==> src/rtl/core/nec_ir_edge_interval_decoder_defines.svh <==
// Assertion macros used by the NEC IR decoder back end.
`ifndef NEC_IR_EDGE_INTERVAL_DECODER_DEFINES_SVH
`define NEC_IR_EDGE_INTERVAL_DECODER_DEFINES_SVH

// Same-cycle implication, disabled in reset.
`define NECIR_ASSERT_NOW(lbl, ante, cons, msg) \
  lbl: assert property (@(posedge clk) disable iff (rst) (ante) |-> (cons)) else $error(msg);

// Next-cycle implication, disabled in reset.
`define NECIR_ASSERT_NEXT(lbl, ante, cons, msg) \
  lbl: assert property (@(posedge clk) disable iff (rst) (ante) |=> (cons)) else $error(msg);

`endif

==> src/rtl/core/necir_pkg.sv <==
// Types and constants of the NEC IR edge interval decoder.
package necir_pkg;

  localparam logic [15:0] HOLD_LOW   = 16'd9500;
  localparam logic [15:0] HOLD_HIGH  = 16'd10300;
  localparam int          FRAME_BITS = 32;
  localparam int          CNT_W      = $clog2(FRAME_BITS);

  localparam logic [1:0] EV_NONE   = 2'd0;
  localparam logic [1:0] EV_FRAME  = 2'd1;
  localparam logic [1:0] EV_REPEAT = 2'd2;
  localparam logic [1:0] EV_ABORT  = 2'd3;

  localparam int CFG_IDX_W = 3;
  localparam logic [CFG_IDX_W-1:0] CFG_START_MIN  = 3'd0;
  localparam logic [CFG_IDX_W-1:0] CFG_START_MAX  = 3'd1;
  localparam logic [CFG_IDX_W-1:0] CFG_REPEAT_MIN = 3'd2;
  localparam logic [CFG_IDX_W-1:0] CFG_REPEAT_MAX = 3'd3;
  localparam logic [CFG_IDX_W-1:0] CFG_BIT_MIN    = 3'd4;
  localparam logic [CFG_IDX_W-1:0] CFG_BIT_MAX    = 3'd5;
  localparam logic [CFG_IDX_W-1:0] CFG_ONE_THRESH = 3'd6;

  typedef struct packed {
    logic [15:0] interval;
    logic [15:0] timestamp;
  } in_item_t;

  typedef struct packed {
    logic [1:0]  event_res;
    logic [31:0] frame_word;
    logic [15:0] hold_count;
    logic [15:0] hold_time;
  } out_item_t;

  typedef struct packed {
    logic hold_hit;
    logic start_hit;
    logic repeat_hit;
    logic bit_bad;
    logic one_bit;
  } edge_class_t;

  typedef struct packed {
    edge_class_t cls;
    logic [15:0] timestamp;
  } qent_t;

endpackage

==> src/rtl/core/nec_ir_edge_interval_decoder.sv <==
// Top level of the NEC IR edge interval decoder.
// Each input item is one falling edge of the IR receiver (interval in 10 us ticks and a
// timestamp); each item yields exactly one result item carrying an event code (none, frame
// complete, repeat, abort), the 32-bit frame word on frame completion, and the hold-gap
// counter and timestamp. One item is accepted per clock cycle while the queue has room;
// when the output is stalled the queue fills and in_ready drops. The front end compares
// the interval against the configured windows in the accept cycle, a two-entry queue holds
// classified edges, and the back end pops each one, updates the frame state and writes the
// result into an output register that holds it until it is taken.
// Configuration writes are taken every cycle and should be issued only while no edge is in
// flight.
module nec_ir_edge_interval_decoder (
  input  logic                            clk,
  input  logic                            rst,
  input  logic                            cfg_valid,
  output logic                            cfg_ready,
  input  logic [necir_pkg::CFG_IDX_W-1:0] cfg_index,
  input  logic [15:0]                     cfg_data,
  input  logic                            in_valid,
  output logic                            in_ready,
  input  necir_pkg::in_item_t             in_item,
  output logic                            out_valid,
  input  logic                            out_ready,
  output necir_pkg::out_item_t            out_item
);
  import necir_pkg::*;

  logic  push;
  logic  pop;
  logic  q_ready;
  logic  q_valid;
  qent_t push_ent;
  qent_t pop_ent;

  necir_front u_front (
    .clk       (clk),
    .rst       (rst),
    .cfg_valid (cfg_valid),
    .cfg_ready (cfg_ready),
    .cfg_index (cfg_index),
    .cfg_data  (cfg_data),
    .in_valid  (in_valid),
    .in_ready  (in_ready),
    .in_item   (in_item),
    .q_ready   (q_ready),
    .push      (push),
    .push_ent  (push_ent)
  );

  necir_queue u_queue (
    .clk      (clk),
    .rst      (rst),
    .push     (push),
    .push_ent (push_ent),
    .q_ready  (q_ready),
    .pop      (pop),
    .q_valid  (q_valid),
    .pop_ent  (pop_ent)
  );

  necir_back u_back (
    .clk       (clk),
    .rst       (rst),
    .q_valid   (q_valid),
    .pop_ent   (pop_ent),
    .pop       (pop),
    .out_valid (out_valid),
    .out_ready (out_ready),
    .out_item  (out_item)
  );

endmodule

==> src/rtl/core/necir_front.sv <==
// Front end: configuration registers and window classification of each edge.
module necir_front (
  input  logic                                 clk,
  input  logic                                 rst,
  input  logic                                 cfg_valid,
  output logic                                 cfg_ready,
  input  logic [necir_pkg::CFG_IDX_W-1:0]      cfg_index,
  input  logic [15:0]                          cfg_data,
  input  logic                                 in_valid,
  output logic                                 in_ready,
  input  necir_pkg::in_item_t                  in_item,
  input  logic                                 q_ready,
  output logic                                 push,
  output necir_pkg::qent_t                     push_ent
);
  import necir_pkg::*;

  logic [15:0] start_min;
  logic [15:0] start_max;
  logic [15:0] repeat_min;
  logic [15:0] repeat_max;
  logic [15:0] bit_min;
  logic [15:0] bit_max;
  logic [15:0] one_threshold;

  assign cfg_ready = 1'b1;

  always_ff @(posedge clk) begin
    if (rst) begin
      start_min     <= 16'd1200;
      start_max     <= 16'd1500;
      repeat_min    <= 16'd1050;
      repeat_max    <= 16'd1180;
      bit_min       <= 16'd80;
      bit_max       <= 16'd280;
      one_threshold <= 16'd160;
    end else if (cfg_valid) begin
      unique case (cfg_index)
        CFG_START_MIN:  start_min     <= cfg_data;
        CFG_START_MAX:  start_max     <= cfg_data;
        CFG_REPEAT_MIN: repeat_min    <= cfg_data;
        CFG_REPEAT_MAX: repeat_max    <= cfg_data;
        CFG_BIT_MIN:    bit_min       <= cfg_data;
        CFG_BIT_MAX:    bit_max       <= cfg_data;
        CFG_ONE_THRESH: one_threshold <= cfg_data;
        default: ;
      endcase
    end
  end

  logic [15:0] iv;
  assign iv = in_item.interval;

  assign in_ready = q_ready;
  assign push     = in_valid && q_ready;

  always_comb begin
    push_ent.timestamp      = in_item.timestamp;
    push_ent.cls.hold_hit   = (iv > HOLD_LOW) && (iv < HOLD_HIGH);
    push_ent.cls.start_hit  = (iv > start_min) && (iv < start_max);
    push_ent.cls.repeat_hit = (iv > repeat_min) && (iv < repeat_max);
    push_ent.cls.bit_bad    = (iv < bit_min) || (iv > bit_max);
    push_ent.cls.one_bit    = iv > one_threshold;
  end

endmodule

==> src/rtl/core/necir_queue.sv <==
// Two-entry queue of classified edges between front and back end.
module necir_queue (
  input  logic             clk,
  input  logic             rst,
  input  logic             push,
  input  necir_pkg::qent_t push_ent,
  output logic             q_ready,
  input  logic             pop,
  output logic             q_valid,
  output necir_pkg::qent_t pop_ent
);
  import necir_pkg::*;

  qent_t       ent [2];
  logic        wr_ptr;
  logic        rd_ptr;
  logic [1:0]  count;

  assign q_ready = count != 2'd2;
  assign q_valid = count != 2'd0;
  assign pop_ent = ent[rd_ptr];

  always_ff @(posedge clk) begin
    if (push) begin
      ent[wr_ptr] <= push_ent;
    end
  end

  always_ff @(posedge clk) begin
    if (rst) begin
      wr_ptr <= 1'b0;
      rd_ptr <= 1'b0;
      count  <= 2'd0;
    end else begin
      if (push) begin
        wr_ptr <= ~wr_ptr;
      end
      if (pop) begin
        rd_ptr <= ~rd_ptr;
      end
      case ({push, pop})
        2'b10:   count <= count + 2'd1;
        2'b01:   count <= count - 2'd1;
        default: count <= count;
      endcase
    end
  end

endmodule

==> src/rtl/core/necir_back.sv <==
// Back end: frame state machine, hold counter and registered result.
module necir_back (
  input  logic                 clk,
  input  logic                 rst,
  input  logic                 q_valid,
  input  necir_pkg::qent_t     pop_ent,
  output logic                 pop,
  output logic                 out_valid,
  input  logic                 out_ready,
  output necir_pkg::out_item_t out_item
);
  import necir_pkg::*;

  `include "nec_ir_edge_interval_decoder_defines.svh"

  logic             in_data;
  logic [CNT_W-1:0] bits_taken;
  logic [31:0]      shift_word;
  logic [15:0]      holds;
  logic [15:0]      last_hold;

  logic             in_data_next;
  logic [CNT_W-1:0] bits_taken_next;
  logic [31:0]      shift_word_next;
  logic [15:0]      holds_next;
  logic [15:0]      last_hold_next;
  logic [1:0]       ev;
  logic [31:0]      word;
  logic [31:0]      shifted;
  edge_class_t      cls;

  assign cls     = pop_ent.cls;
  assign pop     = q_valid && (!out_valid || out_ready);
  assign shifted = {cls.one_bit, shift_word[31:1]};

  always_comb begin
    in_data_next    = in_data;
    bits_taken_next = bits_taken;
    shift_word_next = shift_word;
    holds_next      = holds;
    last_hold_next  = last_hold;
    ev              = EV_NONE;
    word            = '0;
    if (!in_data) begin
      if (cls.hold_hit) begin
        holds_next     = holds + 16'd1;
        last_hold_next = pop_ent.timestamp;
      end
      if (cls.start_hit) begin
        in_data_next    = 1'b1;
        bits_taken_next = '0;
        shift_word_next = '0;
      end else if (cls.repeat_hit) begin
        ev = EV_REPEAT;
      end
    end else if (cls.bit_bad) begin
      in_data_next = 1'b0;
      ev           = EV_ABORT;
    end else begin
      shift_word_next = shifted;
      bits_taken_next = bits_taken + CNT_W'(1);
      if (bits_taken == CNT_W'(FRAME_BITS - 1)) begin
        in_data_next = 1'b0;
        ev           = EV_FRAME;
        word         = shifted;
      end
    end
  end

  always_ff @(posedge clk) begin
    if (rst) begin
      in_data    <= 1'b0;
      bits_taken <= '0;
      shift_word <= '0;
      holds      <= '0;
      last_hold  <= '0;
      out_valid  <= 1'b0;
    end else if (pop) begin
      in_data    <= in_data_next;
      bits_taken <= bits_taken_next;
      shift_word <= shift_word_next;
      holds      <= holds_next;
      last_hold  <= last_hold_next;
      out_valid  <= 1'b1;
    end else if (out_ready) begin
      out_valid  <= 1'b0;
    end
  end

  always_ff @(posedge clk) begin
    if (pop) begin
      out_item.event_res  <= ev;
      out_item.frame_word <= word;
      out_item.hold_count <= holds_next;
      out_item.hold_time  <= last_hold_next;
    end
  end

  `NECIR_ASSERT_NOW(a_word_only_on_frame,
    out_valid && (out_item.event_res != EV_FRAME), out_item.frame_word == 32'd0,
    "frame word nonzero on a non-frame event")
  `NECIR_ASSERT_NEXT(a_hold_step,
    pop && !in_data && cls.hold_hit, holds == $past(holds) + 16'd1,
    "hold counter did not advance by one")
  `NECIR_ASSERT_NOW(a_leave_data_reports,
    $fell(in_data) && !$past(rst),
    out_valid && ((out_item.event_res == EV_ABORT) || (out_item.event_res == EV_FRAME)),
    "data phase left without a frame or abort event")

endmodule

==> config.mk <==
export PLATFORM = sky130hd
export DESIGN_NAME = nec_ir_edge_interval_decoder
export DESIGN_NICKNAME = d
export VERILOG_FILES = /design/src/rtl/core/necir_pkg.sv /design/src/rtl/core/nec_ir_edge_interval_decoder.sv /design/src/rtl/core/necir_front.sv /design/src/rtl/core/necir_queue.sv /design/src/rtl/core/necir_back.sv
export VERILOG_INCLUDE_DIRS = /design/src /design/src/rtl/core
export SDC_FILE = /design/constraint.sdc
export NUM_CORES = 1
export LEC_CHECK = 0
export ABC_AREA = 1
export CORE_UTILIZATION = 25
export DETAILED_ROUTE_END_ITERATION = 10
export DONT_BUFFER_PORTS = 1
export SETUP_SLACK_MARGIN = 0.05
export SYNTH_ARGS = -nofsm -noshare
export SYNTH_HDL_FRONTEND = slang
export SYNTH_SLANG_ARGS = --single-unit
==> constraint.sdc <==
create_clock -name clk -period 2.65 [get_ports clk]
set_input_delay 0.53 -clock clk [delete_from_list [all_inputs] [get_ports clk]]
set_output_delay 0.53 -clock clk [all_outputs]
set_load 0.01 [all_outputs]
==> reports/qor.txt, run 1 <==
outcome -> finished, final reports clean
ordered cell list for the critical path -> inv_2 -> nand2_1 -> nand3_2 -> nor2_1 -> nand2_1 -> nand2_1 -> nand2_1
number of distinct standard cells referenced by the synthesized netlist -> 37
Max clock buf depth -> 3
critical path data arrival time -> 2.41 ns
VDD IR max -> 0.000555 V
actual slew at the worst max-slew pin -> 0.814 ns
later-pin clock latency in the skew report -> 0.54 ns
part of the total power dissipated in the clock network -> 32.7%
largest fanout on the critical path -> 21
number of standard cells in the layout, taps in and fillers out -> 2442
count of yosys warnings during synthesis -> 0
FP Rows -> 87
global-route met1 utilization -> 14.4%
syn_area_per_cell -> 8.61 um2
part of the total power dissipated in combinational logic -> 22.7%
Setup Total Neg Slack -> 0 ns
proportion of register bits with asynchronous set or reset after synthesis -> 0%
setup repair after global routing missed its margin -> no
Most common cell on crit path -> nand2_1
via density per instance -> 4.33
pin count of the biggest net entering global routing -> 122
worst stage delay on the critical path -> 0.60 ns
DR DRC count -> 0
Max Freq -> 475 MHz
highest-count cells in the layout ignoring fill and taps -> nand2_1 (321), inv_1 (254), dfxtp_1 (187)
nets in the synthesized netlist -> 1842
class of the worst hold path -> in2reg
routing usage on met3 -> 2.71%
Seq pwr share -> 44.7%
sequential area share after synthesis -> 48.5%
maximum clock skew at final layout -> 0.0270 ns
Synth Register Bits -> 295
Sw Ratio -> 34.0%
count of endpoints failing setup in the final report -> 0
worst hold start -> rst
layout cells sized above 1 -> 10.5%
number of enable flip-flop cells after synthesis -> 108
layer with the highest usage after global routing -> met2
Total Routing Usage GR -> 11.6%
Int Pwr -> 0.0103 W
hold endpoint -> u_back.out_valid
placed cell count -> 2377
core area -> 56700 um2
die span in y -> 242 um
cell count of the worst hold path -> 1
Synth-to-Final Area Change -> 13.5%
overall die width -> 242 um
register name with the most flops -> u_back.out_item
critical setup path kind -> reg2reg
vias after detailed routing -> 10.6k
worst slew margin relative to its limit -> 45.6%
shortest clock period the worst path allows after layout -> 2.10 ns
Root Buffer Master -> clkbuf_16
clock tree from TritonCTS -> yes
Regs by FF count -> u_back.out_item: 66 flops, u_queue.ent: 42 flops, u_back.shift_word: 31 flops
max-capacitance violation count -> 0
critical path launch point type -> flop
wire length per cell -> 13.9 um
total count of hold-check failures in the final report -> 0
Die Footprint -> 58600 um2
power dissipated by switching net loads -> 0.00529 W
register-to-register setup slack -> 0.55 ns
endpoint required time on the critical path -> 2.95 ns
Crit-path slowest cell -> nor2_1
worst path buffer plus inverter count -> 1
cell family contributing the most delay on the critical path -> simple AND/OR/NAND/NOR gates
register clock-pin slew on the reported worst setup and hold paths -> 0.06 ns
TritonCTS Sinks -> 295
number of DRC markers in iteration 0 -> 478
number of gates resized after CTS -> 0
Placement Setup Slack -> 0.508 ns
antenna violations before repair -> 0
max reg flops -> 66
Antenna Cells -> 0
post-DP HPWL -> 23.3 mm
vias in the first global route -> 10.4k
Synth Cell Area -> 14400 um2
DRT antenna net count -> 0
core occupancy in the finished layout -> 28.8%
number of hold buffers added after cts -> 0
crit share post-route -> 79.4%
residual overflow from global routing -> 0
count of boundary I/O pins -> 125
R2R depth -> 7
commonest non-fill, non-tap cell in the layout -> nand2_1
number of max-slew violations in the final report -> 0
RD Place Congestion -> 0.828
synthesized instance count -> 1673
met2 routing resource usage after global routing -> 19.7%
crit path setup slack, layout -> 0.545 ns
number of buffers added by the clock tree synthesis step -> 37
Initial Util -> 25.4%
number of nets at the end of the flow -> 1829
IO buf count -> 0
global-route wire length before repair -> 54.5 mm
Leakage -> 6.60 nW
drt pass-1 iters -> 6
Clock H-tree levels -> 2
ys flop type -> dfxtp_1
Reg2Reg Capture Point -> u_back.out_item[31]
Critical Path End Type -> flop
# Post-CTS Setup Buffers -> 0
Cell Pwr Density -> 953 nW/um2
overall routed net length -> 33.9 mm
## power groups by stage
| stage | logic [W] | clock network [W] | registers (W) |
|---|---|---|---|
| 4_1_cts | 0.00360 | 0.00526 | 0.00699 |
| 3_3_place_gp | 0.00348 | 0 | 0.00705 |
| 3_5_place_dp | 0.00359 | 0 | 0.00708 |
| 5_1_grt | 0.00406 | 0.00542 | 0.00708 |
| 6_report | 0.00353 | 0.00509 | 0.00695 |
| 2_1_floorplan | 0.00306 | 0 | 0.00684 |
## metrics by stage
stage / hold slack [ns] / power [W] / instance area [um2]
finish: 0.0463 / 0.0156 / 16300
global placement: 0.438 / 0.0105 / 15100
floorplan: 0.426 / 0.00990 / 14400
detailed placement: 0.447 / 0.0107 / 15100
global route: 0.0206 / 0.0166 / 16300
CTS: 0.0139 / 0.0158 / 16300
## final cells by class
type	instances	area (um2)
Tap cell	756	946
Sequential cell	295	6990
Fill cell	5918	40400
Inverter	262	997
Clock buffer	47	1020
Multi-Input combinational cell	1051	6060
Timing Repair Buffer	13	123
Clock inverter	18	215
## routing by layer
| metal | vias up | wire length [um] |
|---|---|---|
| met5 | - | 0 |
| met4 | 0 | 758 |
| met3 | 61 | 1760 |
| met2 | 215 | 16000 |
| met1 | 4853 | 15400 |
| li1 | 5437 | - |
## cell families after synthesis
group                      after synthesis  synth area share [%]
other                                    1                0.0260
AOI/OAI and AO/OA                      394                  15.2
adders and majority gates              113                  9.81
DFF                                    295                  48.5
xor gates and xnor gates                 3                 0.182
and+or+nand+nor                        540                  16.8
buffers and inverters                  327                  9.49
## worst max path at each step
stage / startpoint / end / slack [ns] / depth (start not counted)
floorplan: out_ready / u_queue.count[1] / 0.18 / 12
global placement: flop / u_back.out_item[23] / 0.58 / 7
detailed placement: flop / u_back.out_item[31] / 0.51 / 7
CTS: flop / u_back.out_item[31] / 0.51 / 7
global route: flop / u_back.out_item[23] / 0.31 / 7
finish: flop / u_back.out_item[31] / 0.55 / 7
## Yosys cell counts (3+ instances only)
cell        n  area share (%)
a21oi_1   173             6.0
buf_12      3            0.42
buf_2      15            0.52
buf_4       3            0.16
buf_6       5            0.39
clkbuf_1   38            0.99
dfxtp_1   187              26
edfxtp_1  108              23
ha_1      113             9.8
inv_1     255             6.6
inv_2       5            0.13
nand2_1   321             8.4
nand2_2    11            0.48
nand2_4    21             1.6
nand3_1    24            0.83
nand4_1     7            0.30
nor2_1    105             2.7
nor2_2     30             1.3
nor2_4      3            0.23
nor3_1     10            0.35
nor4_1      4            0.17
o211ai_1   28             1.5
o21a_1      8            0.42
o21ai_0   118             4.1
o21ai_1    34             1.2
o21ai_2    26             1.6
o21bai_1    5            0.26
xor2_1      3            0.18
Power figures use the tool's default switching activity.
==> inputs of run 2 (changes only) <==
--- a/config.mk
+++ b/config.mk
@@ -6,7 +6,7 @@
 export SDC_FILE = /design/constraint.sdc
 export NUM_CORES = 1
 export LEC_CHECK = 0
-export ABC_AREA = 1
+export ABC_AREA = 0
 export CORE_UTILIZATION = 25
 export DETAILED_ROUTE_END_ITERATION = 10
 export DONT_BUFFER_PORTS = 1
==> constraint.sdc (replaced) <==
create_clock -name clk -period 1.7 [get_ports clk]
set_input_delay 0.34 -clock clk [delete_from_list [all_inputs] [get_ports clk]]
set_output_delay 0.34 -clock clk [all_outputs]
set_load 0.01 [all_outputs]
==> reports/qor.txt, run 2 <==
violated checks -> negative hold slack, negative setup slack
class of the worst hold path -> in2reg
largest fanout on the critical path -> 2 (-90%)
register-to-register setup slack -> -0.18 ns (-0.73 ns)
TritonCTS Sinks -> 295 (unchanged)
max reg flops -> 66 (unchanged)
number of hold buffers added after cts -> 145 (+145)
share of the synthesized area in the top cell type -> 27.1% (+1.1 points)
number of max-slew violations in the final report -> 0 (unchanged)
max layer used -> met5
shortest clock period the worst path allows after layout -> 1.88 ns (-0.223 ns)
number of buffers added by the clock tree synthesis step -> 37 (unchanged)
Met2 Wirelength -> 19.1 mm (+20%)
Leakage -> 7.26 nW (+9.9%)
register clock-pin slew on the reported worst setup and hold paths -> 0.06 ns (about the same)
count of boundary I/O pins -> 125 (unchanged)
Placement Cell Area -> 15300 um2 (+0.94%)
Critical Path End Type -> flop
most common library cells after synthesis -> nand2_1 (286), a21oi_1 (203), dfxtp_1 (187)
DRT antenna net count -> 0 (unchanged)
number of standard cells in the layout, taps in and fillers out -> 2408 (-1.4%)
Clock H-tree levels -> 2 (unchanged)
endpoint required time on the critical path -> 2.07 ns (-0.88 ns)
wire length per cell -> 16.9 um (+22%)
critical setup path kind -> reg2reg
most frequent cell after synthesis -> nand2_1
layout cells sized above 1 -> 23.2% (+13 points)
number of distinct standard cells referenced by the synthesized netlist -> 59 (+59%)
nets in the synthesized netlist -> 1641 (-11%)
IO buf count -> 0 (unchanged)
core area -> 54200 um2 (-4.4%)
count of endpoints failing setup in the final report -> 33 (+33)
cell count of the worst hold path -> 1 (unchanged)
synth top area cells -> dfxtp_1 (27%), edfxtp_1 (23%), ha_1 (10%), nand2_1 (7.8%), a21oi_1 (7.3%)
ordered cell list for the critical path -> inv_2 -> ha_4 -> nand4_1 -> or4_4 -> a21o_1 -> o211a_1 -> o32ai_4
sequential cell area in the final layout -> 7030 um2 (+0.56%)
length of routed met3 wiring -> 2.73 mm (+55%)
worst slew margin relative to its limit -> 64.4% (+19 points)
Synth Cell Area -> 13800 um2 (-4.0%)
register name with the most flops -> u_back.out_item
critical path data arrival time -> 2.26 ns (-0.15 ns)
number of enable flip-flop cells after synthesis -> 108 (unchanged)
VDD IR max -> 0.000833 V (+50%)
count of yosys warnings during synthesis -> 0 (unchanged)
Setup Total Neg Slack -> -2.07 ns (-2.07 ns)
Cell Pwr Density -> 1200 nW/um2 (+26%)
Synth-to-Final Area Change -> 40.7%
FP Rows -> 85 (-2.3%)
maximum clock skew at final layout -> 0.0299 ns (+0.00291 ns)
Regs by FF count -> u_back.out_item: 66 flops, u_queue.ent: 42 flops, u_back.shift_word: 31 flops
final cell area excluding filler cells -> 19500 um2 (+19%)
number of cells on the critical path -> 7 (unchanged)
proportion of register bits with asynchronous set or reset after synthesis -> 0% (unchanged)
drt pass-1 iters -> 5 (-1)
R2R depth -> 7 (unchanged)
overall power of the completed layout -> 0.0234 W (+50%)
number of nets at the end of the flow -> 1852 (+1.3%)
cell family contributing the most delay on the critical path -> simple AND/OR/NAND/NOR gates
post-DP HPWL -> 24.1 mm (+3.6%)
Initial Util -> 25.5% (+0.088 points)
clock tree from TritonCTS -> yes
overall routed net length -> 40.8 mm (+20%)
vias after detailed routing -> 11.5k (+8.4%)
Worst Hold Margin -> -0.148 ns (-0.194 ns)
worst stage delay on the critical path -> 0.46 ns (-0.14 ns)
overall die width -> 237 um (-2.0%)
commonest non-fill, non-tap cell in the layout -> nand2_1
placed cell count -> 2175 (-8.5%)
die span in y -> 237 um (-2.0%)
core occupancy in the finished layout -> 35.9% (+7.0 points)
total count of hold-check failures in the final report -> 74 (+74)
number of DRC markers in iteration 0 -> 678 (+42%)
actual slew at the worst max-slew pin -> 0.519 ns (-0.295 ns)
highest-count cells in the layout ignoring fill and taps -> nand2_1 (249), dfxtp_1 (160), dlygate4sd3_1 (145)
sequential area share after synthesis -> 50.5% (+2.0 points)
syn_area_per_cell -> 9.39 um2 (+9.1%)
Total Routing Usage GR -> 13.8% (+2.3 points)
antenna violations before repair -> 6 (+6)
critical path launch point type -> flop
Crit-path slowest cell -> or4_4
vias in the first global route -> 11.4k (+10%)
Die Footprint -> 56200 um2 (-4.0%)
max-capacitance violation count -> 0 (unchanged)
outcome -> complete, but fails checks
ys flop type -> dfxtp_1
multi-input logic area -> 7340 um2 (+21%)
setup repair after global routing missed its margin -> yes
Root Buffer Master -> clkbuf_16
count of filler cells inserted in the layout -> 5315 (-10%)
later-pin clock latency in the skew report -> 0.56 ns (+0.02 ns)
crit path setup slack, layout -> -0.181 ns (-0.727 ns)
DR DRC count -> 0 (unchanged)
synthesized instance count -> 1472 (-12%)
worst path buffer plus inverter count -> 1 (unchanged)
RD Place Congestion -> 0.823 (-0.64%)
global-route wire length before repair -> 61.5 mm (+13%)
routed length on met1 -> 17.8 mm (+15%)
via density per instance -> 4.76 (+9.9%)
crit share post-route -> 111% (+31 points)
library cell with the largest summed area after synthesis -> dfxtp_1
Max Freq -> 532 MHz (+12%)
residual overflow from global routing -> 0 (unchanged)
Max clock buf depth -> 3 (unchanged)
pin count of the biggest net entering global routing -> 188 (+54%)
Synth Register Bits -> 295 (unchanged)
==> run 2: cell count changes in the layout (fill, tap and decap cells not counted), sizes merged, moves of 21 or more <==
cell / change
a21oi: +29
and2: +34
buf: +86
dlygate4sd3: +145
inv: -150
mux2i: +21
nand2: -69
nand4: +46
nor2: -71
o211ai: -24
o21ai: -161
==> run 2: final cells by class <==
cell class | instances | share of cell area, %
flip-flops and latches | 295 | 36.1
clock inverters | 19 | 1.09
clock buffers | 48 | 5.24
multi-input cells | 990 | 37.8
diodes | 1 | 0.0129
well taps | 696 | 4.48
inverters | 110 | 2.14
repair buffers | 249 | 13.2
==> run 2: worst paths after layout <==
| kind | startpoint | to |
|---|---|---|
| setup / recovery | u_front.bit_max[15] | u_queue.ent[1][17] |
| hold / removal | rst | u_back.last_hold[8] |
| setup reg to reg | u_front.bit_max[15] | u_queue.ent[1][17] |
| hold reg to reg | u_back.last_hold[8] | u_back.last_hold[8] |
==> run 2: logic make-up (layout without fill, tap and decap cells) <==
| kind of cell | count (synthesis) | count (layout) | share of synthesized area, % |
|---|---|---|---|
| adders and majority gates | 113 | 113 | 10.2 |
| xor gates and xnor gates | 34 | 34 | 2.15 |
| DFF | 295 | 295 | 50.5 |
| muxes | 23 | 23 | 1.71 |
| and+or+nand+nor | 528 | 528 | 17.7 |
| other | 1 | 2 | 0.0271 |
| buffers and inverters | 187 | 426 | 5.44 |
| AOI/OAI and AO/OA | 291 | 291 | 12.2 |
==> run 2: per-stage QoR <==
step / hold WS, ns / setup WS [ns]
floorplan: 0.427 / -0.0200
global placement: 0.435 / -0.225
detailed placement: 0.437 / -0.279
CTS: -0.161 / -0.187
global route: -0.169 / -0.258
finish: -0.148 / -0.181
==> run 2: report_power, final <==
part / switching (W) / internal [W] / total [W]
clock network: 0.00316 / 0.00485 / 0.00801
logic: 0.00342 / 0.00229 / 0.00571
registers: 0.000896 / 0.00881 / 0.00971
==> run 2: routing by layer <==
layer / global-route usage (%) / up-vias
li1: - / 5520
met1: 17.1 / 5567
met2: 23.3 / 291
met3: 3.46 / 68
met4: 4.89 / 8
met5: 0 / -
==> run 2: timing repair <==
item	4_1_cts	5_1_grt
endpoints found under the hold margin	219	74
cloned	2	6
resized for setup	111	170
setup buffers	7	9
endpoints found under the setup margin	131	113
pin swaps	31	92
